--- config.mk ---
export PLATFORM = sky130hd
export DESIGN_NAME = bta_control
export DESIGN_NICKNAME = d
export VERILOG_FILES = /design/src/bta_pkg.sv /design/src/bta_control.sv
export SDC_FILE = /design/constraint.sdc
export NUM_CORES = 1
export LEC_CHECK = 0
export BUFFER_PORTS_ARGS = -buffer_cell sky130_fd_sc_hd__buf_2
export CORE_UTILIZATION = 49
export CTS_CLUSTER_SIZE = 25
export DETAILED_ROUTE_END_ITERATION = 8
export PLACE_DENSITY_LB_ADDON = 0.08
export SYNTH_ARGS = -nofsm -noshare
export SYNTH_HDL_FRONTEND = slang
export SYNTH_SLANG_ARGS = --single-unit
--- constraint.sdc ---
create_clock -name clock -period 3.7 [get_ports clock]
set_clock_uncertainty 0.2 [all_clocks]
set_input_delay 0.37 -clock clock [delete_from_list [all_inputs] [get_ports clock]]
set_output_delay 0.37 -clock clock [all_outputs]
set_load 0.01 [all_outputs]
--- src/bta_pkg.sv ---
// Shared types, constants and helper functions of the boundary-tag heap allocator.
`timescale 1ns / 1ps
package bta_pkg;

   localparam int unsigned HEAP_BYTES    = 65536;
   localparam int unsigned GROW_BYTES    = 4096;
   localparam int unsigned INIT_BYTES    = 4096;
   localparam int unsigned HEAP_WORDS    = HEAP_BYTES / 4;
   localparam int unsigned MEM_AW        = $clog2(HEAP_WORDS);
   localparam int unsigned WALK_LIMIT    = HEAP_BYTES / 8 + 2;
   localparam int unsigned WALK_W        = $clog2(WALK_LIMIT + 1);
   localparam int unsigned HEAP_END_W    = $clog2(HEAP_BYTES + 1);
   localparam int unsigned NEED_W        = 17;
   localparam int unsigned FIRST_PAYLOAD = 8;
   localparam int unsigned SPLIT_MIN     = 8;
   localparam int unsigned MIN_BLOCK     = 16;
   localparam int unsigned HEAP_END_RST  = 16 + INIT_BYTES;
   localparam int unsigned INIT_HDR_W    = 3;
   localparam int unsigned INIT_FTR_W    = (8 + INIT_BYTES) / 4;
   localparam int unsigned INIT_EPI_W    = (12 + INIT_BYTES) / 4;
   localparam int unsigned ST_W          = 61;

   typedef logic [31:0] word_type;

   typedef enum logic {
      CMD_ALLOC = 1'b0,
      CMD_FREE  = 1'b1
   } command_type;

   typedef enum logic [1:0] {
      STATUS_DONE     = 2'd0,
      STATUS_NO_SPACE = 2'd1,
      STATUS_ZERO     = 2'd2
   } status_type;

   typedef struct packed {
      logic        command;
      logic [15:0] request_size;
      logic [15:0] block_address;
   } req_type;

   typedef struct packed {
      logic [15:0] payload_address;
      logic [1:0]  status;
   } rsp_type;

   typedef enum logic [2:0] {
      AS_P4, AS_P8, AS_B4, AS_BK8, AS_A4, AS_AK8, AS_PK8, AS_PK4
   } asel_type;

   typedef enum logic [1:0] {
      DS_SZ, DS_REST, DS_ONE
   } dsel_type;

   typedef enum logic [4:0] {
      L_NONE, L_ACCEPT, L_FCHK, L_SZK, L_K, L_BEF, L_BS, L_PF, L_AFT, L_NH, L_NF,
      L_SUM, L_CUR, L_PBEF, L_ACHK, L_PASS2, L_FOUND, L_NEXT, L_GROW, L_CARVE,
      L_FIN, L_RES_DONE0, L_RES_FULL, L_RES_ZERO
   } ld_type;

   typedef struct packed {
      logic     rd;
      logic     wr;
      logic     clr;
      asel_type asel;
      dsel_type dsel;
      ld_type   ld;
   } ctl_cmd_type;

   typedef struct packed {
      logic fr_ok;
      logic is_free;
      logic req_zero;
      logic walk_end;
      logic pass2;
      logic size_zero;
      logic fit;
      logic grow_ok;
      logic pu;
      logic nu;
      logic split;
      logic clr_last;
   } dp_status_type;

   function automatic word_type tag_size(input word_type w);
      return {w[31:3], 3'b000};
   endfunction

   function automatic word_type init_word(input logic [MEM_AW-1:0] i);
      word_type v;
      v = '0;
      if (i == MEM_AW'(1) || i == MEM_AW'(2)) begin
         v = word_type'(FIRST_PAYLOAD) | word_type'(1);
      end else if (i == MEM_AW'(INIT_HDR_W) || i == MEM_AW'(INIT_FTR_W)) begin
         v = word_type'(INIT_BYTES);
      end else if (i == MEM_AW'(INIT_EPI_W)) begin
         v = word_type'(1);
      end
      return v;
   endfunction

endpackage

--- src/bta_control.sv ---
// Control state machine that sequences tag reads, writes and updates of the allocator.
`timescale 1ns / 1ps
module bta_control
   import bta_pkg::*;
(
   input  logic          clock,
   input  logic          reset,
   input  logic          req_valid,
   output logic          req_ready,
   output logic          rsp_valid,
   input  logic          rsp_ready,
   input  dp_status_type status,
   output ctl_cmd_type   cmd
);

   typedef enum logic [ST_W-1:0] {
      S_CLEAR = ST_W'(1) << 0,  S_IDLE  = ST_W'(1) << 1,  S_DISP  = ST_W'(1) << 2,
      F_RH    = ST_W'(1) << 3,  F_UH    = ST_W'(1) << 4,  F_WH    = ST_W'(1) << 5,
      F_RH2   = ST_W'(1) << 6,  F_UH2   = ST_W'(1) << 7,  F_WF    = ST_W'(1) << 8,
      M_R1    = ST_W'(1) << 9,  M_U1    = ST_W'(1) << 10, M_R2    = ST_W'(1) << 11,
      M_U2    = ST_W'(1) << 12, M_R3    = ST_W'(1) << 13, M_U3    = ST_W'(1) << 14,
      M_R4    = ST_W'(1) << 15, M_U4    = ST_W'(1) << 16, M_R5    = ST_W'(1) << 17,
      M_U5    = ST_W'(1) << 18, M_R6    = ST_W'(1) << 19, M_U6    = ST_W'(1) << 20,
      M_DEC   = ST_W'(1) << 21, MA_WH   = ST_W'(1) << 22, MA_R    = ST_W'(1) << 23,
      MA_U    = ST_W'(1) << 24, MA_WF   = ST_W'(1) << 25, MB_R    = ST_W'(1) << 26,
      MB_U    = ST_W'(1) << 27, MB_WF   = ST_W'(1) << 28, MB_R2   = ST_W'(1) << 29,
      MB_U2   = ST_W'(1) << 30, MB_WH   = ST_W'(1) << 31, MC_WH   = ST_W'(1) << 32,
      MC_R    = ST_W'(1) << 33, MC_U    = ST_W'(1) << 34, MC_R2   = ST_W'(1) << 35,
      MC_U2   = ST_W'(1) << 36, MC_WF   = ST_W'(1) << 37, M_RB    = ST_W'(1) << 38,
      M_UB    = ST_W'(1) << 39, M_RET   = ST_W'(1) << 40, W_RD    = ST_W'(1) << 41,
      W_USE   = ST_W'(1) << 42, G_CHK   = ST_W'(1) << 43, G_WH    = ST_W'(1) << 44,
      G_WF    = ST_W'(1) << 45, G_WE    = ST_W'(1) << 46, C_R     = ST_W'(1) << 47,
      C_U     = ST_W'(1) << 48, C_WH    = ST_W'(1) << 49, C_R2    = ST_W'(1) << 50,
      C_U2    = ST_W'(1) << 51, C_WF    = ST_W'(1) << 52, C_R3    = ST_W'(1) << 53,
      C_U3    = ST_W'(1) << 54, C_WNH   = ST_W'(1) << 55, C_R4    = ST_W'(1) << 56,
      C_U4    = ST_W'(1) << 57, C_WNF   = ST_W'(1) << 58, C_FIN   = ST_W'(1) << 59,
      S_RESP  = ST_W'(1) << 60
   } state_type;

   state_type state_ff, state_in;

   assign req_ready = state_ff == S_IDLE;
   assign rsp_valid = state_ff == S_RESP;

   always_comb begin
      state_in = state_ff;
      cmd      = '{rd: 1'b0, wr: 1'b0, clr: 1'b0, asel: AS_P4, dsel: DS_SZ, ld: L_NONE};
      case (state_ff)
         S_CLEAR: begin
            cmd.clr = 1'b1;
            if (status.clr_last) begin
               state_in = S_IDLE;
            end
         end
         S_IDLE: begin
            if (req_valid) begin
               cmd.ld   = L_ACCEPT;
               state_in = S_DISP;
            end
         end
         S_DISP: begin
            if (status.is_free) begin
               if (status.fr_ok) begin
                  cmd.ld   = L_FCHK;
                  state_in = F_RH;
               end else begin
                  cmd.ld   = L_RES_DONE0;
                  state_in = S_RESP;
               end
            end else if (status.req_zero) begin
               cmd.ld   = L_RES_ZERO;
               state_in = S_RESP;
            end else begin
               cmd.ld   = L_ACHK;
               state_in = W_RD;
            end
         end
         F_RH: begin
            cmd.rd   = 1'b1;
            state_in = F_UH;
         end
         F_UH: begin
            cmd.ld   = L_SZK;
            state_in = F_WH;
         end
         F_WH: begin
            cmd.wr   = 1'b1;
            state_in = F_RH2;
         end
         F_RH2: begin
            cmd.rd   = 1'b1;
            state_in = F_UH2;
         end
         F_UH2: begin
            cmd.ld   = L_K;
            state_in = F_WF;
         end
         F_WF: begin
            cmd.wr   = 1'b1;
            cmd.asel = AS_PK8;
            state_in = M_R1;
         end
         M_R1: begin
            cmd.rd   = 1'b1;
            cmd.asel = AS_P8;
            state_in = M_U1;
         end
         M_U1: begin
            cmd.ld   = L_BEF;
            state_in = M_R2;
         end
         M_R2: begin
            cmd.rd   = 1'b1;
            cmd.asel = AS_B4;
            state_in = M_U2;
         end
         M_U2: begin
            cmd.ld   = L_BS;
            state_in = M_R3;
         end
         M_R3: begin
            cmd.rd   = 1'b1;
            cmd.asel = AS_BK8;
            state_in = M_U3;
         end
         M_U3: begin
            cmd.ld   = L_PF;
            state_in = M_R4;
         end
         M_R4: begin
            cmd.rd   = 1'b1;
            state_in = M_U4;
         end
         M_U4: begin
            cmd.ld   = L_AFT;
            state_in = M_R5;
         end
         M_R5: begin
            cmd.rd   = 1'b1;
            cmd.asel = AS_A4;
            state_in = M_U5;
         end
         M_U5: begin
            cmd.ld   = L_NH;
            state_in = M_R6;
         end
         M_R6: begin
            cmd.rd   = 1'b1;
            cmd.asel = AS_AK8;
            state_in = M_U6;
         end
         M_U6: begin
            cmd.ld   = L_NF;
            state_in = M_DEC;
         end
         M_DEC: begin
            cmd.ld = L_SUM;
            if (status.pu && status.nu) begin
               state_in = M_RET;
            end else if (status.pu) begin
               state_in = MA_WH;
            end else if (status.nu) begin
               state_in = MB_R;
            end else begin
               state_in = MC_WH;
            end
         end
         MA_WH: begin
            cmd.wr   = 1'b1;
            state_in = MA_R;
         end
         MA_R: begin
            cmd.rd   = 1'b1;
            state_in = MA_U;
         end
         MA_U: begin
            cmd.ld   = L_K;
            state_in = MA_WF;
         end
         MA_WF: begin
            cmd.wr   = 1'b1;
            cmd.asel = AS_PK8;
            cmd.ld   = L_CUR;
            state_in = M_RET;
         end
         MB_R: begin
            cmd.rd   = 1'b1;
            state_in = MB_U;
         end
         MB_U: begin
            cmd.ld   = L_K;
            state_in = MB_WF;
         end
         MB_WF: begin
            cmd.wr   = 1'b1;
            cmd.asel = AS_PK8;
            state_in = MB_R2;
         end
         MB_R2: begin
            cmd.rd   = 1'b1;
            cmd.asel = AS_P8;
            state_in = MB_U2;
         end
         MB_U2: begin
            cmd.ld   = L_BEF;
            state_in = MB_WH;
         end
         MB_WH: begin
            cmd.wr   = 1'b1;
            cmd.asel = AS_B4;
            state_in = M_RB;
         end
         MC_WH: begin
            cmd.wr   = 1'b1;
            cmd.asel = AS_B4;
            state_in = MC_R;
         end
         MC_R: begin
            cmd.rd   = 1'b1;
            state_in = MC_U;
         end
         MC_U: begin
            cmd.ld   = L_AFT;
            state_in = MC_R2;
         end
         MC_R2: begin
            cmd.rd   = 1'b1;
            cmd.asel = AS_A4;
            state_in = MC_U2;
         end
         MC_U2: begin
            cmd.ld   = L_K;
            state_in = MC_WF;
         end
         MC_WF: begin
            cmd.wr   = 1'b1;
            cmd.asel = AS_AK8;
            state_in = M_RB;
         end
         M_RB: begin
            cmd.rd   = 1'b1;
            cmd.asel = AS_P8;
            state_in = M_UB;
         end
         M_UB: begin
            cmd.ld   = L_PBEF;
            state_in = M_RET;
         end
         M_RET: begin
            if (status.is_free) begin
               cmd.ld   = L_RES_DONE0;
               state_in = S_RESP;
            end else begin
               state_in = C_R;
            end
         end
         W_RD: begin
            if (status.walk_end) begin
               if (status.pass2) begin
                  state_in = G_CHK;
               end else begin
                  cmd.ld   = L_PASS2;
                  state_in = W_RD;
               end
            end else begin
               cmd.rd   = 1'b1;
               cmd.asel = AS_B4;
               state_in = W_USE;
            end
         end
         W_USE: begin
            if (status.size_zero) begin
               if (status.pass2) begin
                  state_in = G_CHK;
               end else begin
                  cmd.ld   = L_PASS2;
                  state_in = W_RD;
               end
            end else if (status.fit) begin
               cmd.ld   = L_FOUND;
               state_in = C_R;
            end else begin
               cmd.ld   = L_NEXT;
               state_in = W_RD;
            end
         end
         G_CHK: begin
            if (status.grow_ok) begin
               cmd.ld   = L_GROW;
               state_in = G_WH;
            end else begin
               cmd.ld   = L_RES_FULL;
               state_in = S_RESP;
            end
         end
         G_WH: begin
            cmd.wr   = 1'b1;
            state_in = G_WF;
         end
         G_WF: begin
            cmd.wr   = 1'b1;
            cmd.asel = AS_PK8;
            state_in = G_WE;
         end
         G_WE: begin
            cmd.wr   = 1'b1;
            cmd.asel = AS_PK4;
            cmd.dsel = DS_ONE;
            state_in = M_R1;
         end
         C_R: begin
            cmd.rd   = 1'b1;
            state_in = C_U;
         end
         C_U: begin
            cmd.ld   = L_CARVE;
            state_in = C_WH;
         end
         C_WH: begin
            cmd.wr   = 1'b1;
            state_in = C_R2;
         end
         C_R2: begin
            cmd.rd   = 1'b1;
            state_in = C_U2;
         end
         C_U2: begin
            cmd.ld   = L_K;
            state_in = C_WF;
         end
         C_WF: begin
            cmd.wr   = 1'b1;
            cmd.asel = AS_PK8;
            state_in = status.split ? C_R3 : C_FIN;
         end
         C_R3: begin
            cmd.rd   = 1'b1;
            state_in = C_U3;
         end
         C_U3: begin
            cmd.ld   = L_AFT;
            state_in = C_WNH;
         end
         C_WNH: begin
            cmd.wr   = 1'b1;
            cmd.asel = AS_A4;
            cmd.dsel = DS_REST;
            state_in = C_R4;
         end
         C_R4: begin
            cmd.rd   = 1'b1;
            cmd.asel = AS_A4;
            state_in = C_U4;
         end
         C_U4: begin
            cmd.ld   = L_K;
            state_in = C_WNF;
         end
         C_WNF: begin
            cmd.wr   = 1'b1;
            cmd.asel = AS_AK8;
            cmd.dsel = DS_REST;
            state_in = C_FIN;
         end
         C_FIN: begin
            cmd.ld   = L_FIN;
            state_in = S_RESP;
         end
         S_RESP: begin
            if (rsp_ready) begin
               state_in = S_IDLE;
            end
         end
         default: state_in = S_IDLE;
      endcase
   end

   always_ff @(posedge clock) begin
      if (reset) begin
         state_ff <= S_CLEAR;
      end else begin
         state_ff <= state_in;
      end
   end

endmodule
==> summary.txt <==
Timing
  – Hold Vio Cnt, Final: 0
  – RSZ-0062 raised after global routing: yes
  – Setup violators final: 0
  – Slew Limit Headroom: around half
  – Max Clock Freq: about 0.28 GHz
  – Min Tclk post-route: ~3600 ps
  – Hold WS: roughly 31 ps
  – Fin. max-slew vios: 0
  – Final Cycle Share: between 90% and 100%
  – Worst Tran Pin Value: between 700 and 800 ps

Global routing
  – Largest net degree at the start of global routing: 27
  – Vias in the first global route: 3,429
  – Initial antenna violation count: 0
  – Total grt overflow: 0
  – First-pass GRT wire length: roughly 18,000 µm
  – Gr usage total: about a third

Place
  – Hpwl dp: around 8900 µm
  – Placed instance area: a little under 4000 µm²
  – Placed Cells: around 570
  – RePlAce Congestion: a little over 0.9
  – Input/output buffers: 30

Synthesis
  – Synth Flop Type: dfxtp_1
  – Synth top cells by count: nor2_1, dfxtp_1, nand2_1, nand4_1
  – Syn nets: ~450
  – Share of the synthesized area in the top cell type: 34.3%
  – FF+latch count, synth: about 60
  – Yosys warns: 0
  – Main area contributors after synthesis: dfxtp_1, nor2_1, nand4_1, nor4b_1, nor4_1
  – Seq/Total Area, Yosys: 34.3%
  – Mean Syn Cell Area: slightly above 8 µm²
  – Most frequent cell after synthesis: nor2_1
  – Mapped Area: approximately 3600 µm²
  – Syn Inst Count: between 400 and 500
  – Library cells used by synthesis: 57
  – EDFF count, synth: 0
  – Leading area contributor after synthesis: dfxtp_1
  – Post-synth ARST share: 0%

Final layout
  – N_diodes: 0
  – Storage cell area: 1220 µm²
  – Share of cells above drive strength 1: approximately a fifth
  – Register name with the most flops: state_ff
  – Largest registers: state_ff x61
  – Footprint of the multi-input gates: roughly 2300 µm²
  – Layout Cells excl Fill: just under 600
  – Max FFs per register: 61
  – Nets@finish: approximately 500
  – Fin util: about three fifths
  – Final Cell Area: around 4200 µm²
  – Filler cells: about 670
  – Syn-to-layout area delta: 18.3%

Clock tree
  – Worst-path clk slew: 70 ps
  – CTS root buf: clkbuf_8
  – CTS tree: built
  – Cts bufs inserted: 9
  – Latest clock arrival within the worst-skew pair: between 300 and 400 ps
  – # H-tree levels: 3
  – # hold bufs at CTS: 0
  – Sink Count: slightly above 60
  – Clk buf depth: 2

Status
  – Status: completed

Detailed routing
  – WL final: roughly 12,000 µm
  – DR vias/cell: ~6.5
  – Count of TritonRoute iterations in the first routing pass: 5
  – Starting DRT DRC Count: ~310
  – DRC Markers: 0
  – Via count: 3,839
  – Drt wl/cell: between 15 and 20 µm
  – DRT antenna net count: 0

Floorplan
  – Core Box Area: about 7000 µm²
  – Starting Density: between 50% and 60%
  – Row cnt: 30
  – IO Pins: 31
  – Die X: between 80 and 90 µm
  – Die H: between 80 and 90 µm
  – Die area: approximately 7600 µm²

Power and ir drop
  – Peak supply drop: around 0.00021 V
  – Power Total: 1370 µW
  – Pwr dens: 325 nW/µm²
  – P_leak: roughly 0.0017 µW

Worst setup path
  – CP top delay family: simple AND/OR/NAND/NOR gates
  – Crit path arrival time: 3040 ps
  – Cell Chain, Critical Path: nor4_1 -> buf_4 -> nand4_1 -> buf_4 -> or4_1 -> buf_4 -> a21oi_1 -> and4b_1 -> nand4_1 -> buf_2
  – Slowest Stage Delay on Critical Path: ~530 ps
  – Worst endpoint required time: approximately 3100 ps
  – Critical path type: flop to output pin
  – Worst setup SP type: flop
  – Worst Path Max Fanout: 11
  – Slowest cell on the critical path: or4_1
  – Most frequent CP cell: buf_4
  – CP Capture Type: output pin
  – Buf/Inv on CP: 4

Worst hold path
  – HP Class: input port to flop

Run
  – Max-cap violations: 0
final timing paths:
| check | startpoint | endpoint | slack [ps] | cells after the start |
|---|---|---|---|---|
| min | status[0] | state_ff[0] | 30 | 2 |
| max | state_ff[28] | cmd[2] | 90 | 10 |
| max reg2reg | state_ff[28] | state_ff[1] | 610 | 10 |
| min reg2reg | state_ff[33] | state_ff[34] | 370 | 2 |
cells by family (layout without fill, tap and decap cells):
| kind of cell | after synthesis | in the layout | synth area share, % |
|---|---|---|---|
| AND/OR/NAND/NOR | 310 | 310 | 54.7 |
| flip-flops | 61 | 61 | 34.3 |
| AO/OA/AOI/OAI | 36 | 36 | 6.89 |
| XOR/XNOR | 6 | 6 | 1.48 |
| buffers and inverters | 23 | 81 | 2.67 |
metrics by stage:
step	setup WS [ps]	setup TNS, ps
floorplan	708	0
global placement	409	0
detailed placement	368	0
CTS	54.8	0
global route	-25.5	-32.7
finish	85.6	0
cell type report:
type	count	share of cell area, %
clock buffers	14	4.10
clock inverters	1	0.119
inverters	10	0.891
multi-input cells	352	54.8
flip-flops and latches	61	29.0
well taps	96	2.85
repair buffers	56	8.20
layout by cell type, fill, tap and decap left out, types with 3 or more instances in the layout:
cell type,instances
or2_2,3
buf_4,26
a31oi_1,3
and4b_1,4
nand3_1,14
inv_1,10
and2_1,4
nand4_1,31
dfxtp_1,61
nor3_1,21
a22oi_1,4
nand2b_1,11
clkbuf_8,12
o31ai_1,4
nor2b_1,8
nand4b_1,11
nor4_4,9
nand3b_1,6
or4_1,9
buf_2,30
nor4_2,7
o21ai_0,9
a21oi_1,4
xnor2_1,4
nor4b_1,19
nor4_1,19
or3_1,6
nand2_1,31
and3_1,7
nor2_1,67
nor3b_1,4
what timing repair did:
action | 4_1_cts | 5_1_grt
resized for setup | 2 | 8
hold endpoints to repair | 0 | 0
setup endpoints to repair | 2 | 9
buffers inserted | 0 | 3
pin swaps | 0 | 3
report_power, final:
group | switching [µW] | total [µW] | internal (µW)
Combinational | 96.4 | 148 | 51.8
Clock | 261 | 554 | 294
Sequential | 4.75 | 665 | 660
routing by layer:
layer | up-vias | part of all wire (%) | GRT usage, %
met5 | - | 0 | 0
met4 | 0 | 3.1 | 13.7
met3 | 31 | 9.3 | 7.01
met2 | 216 | 44 | 48.2
met1 | 1811 | 44 | 44.4
li1 | 1781 | - | -
Power figures use the tool's default switching activity.
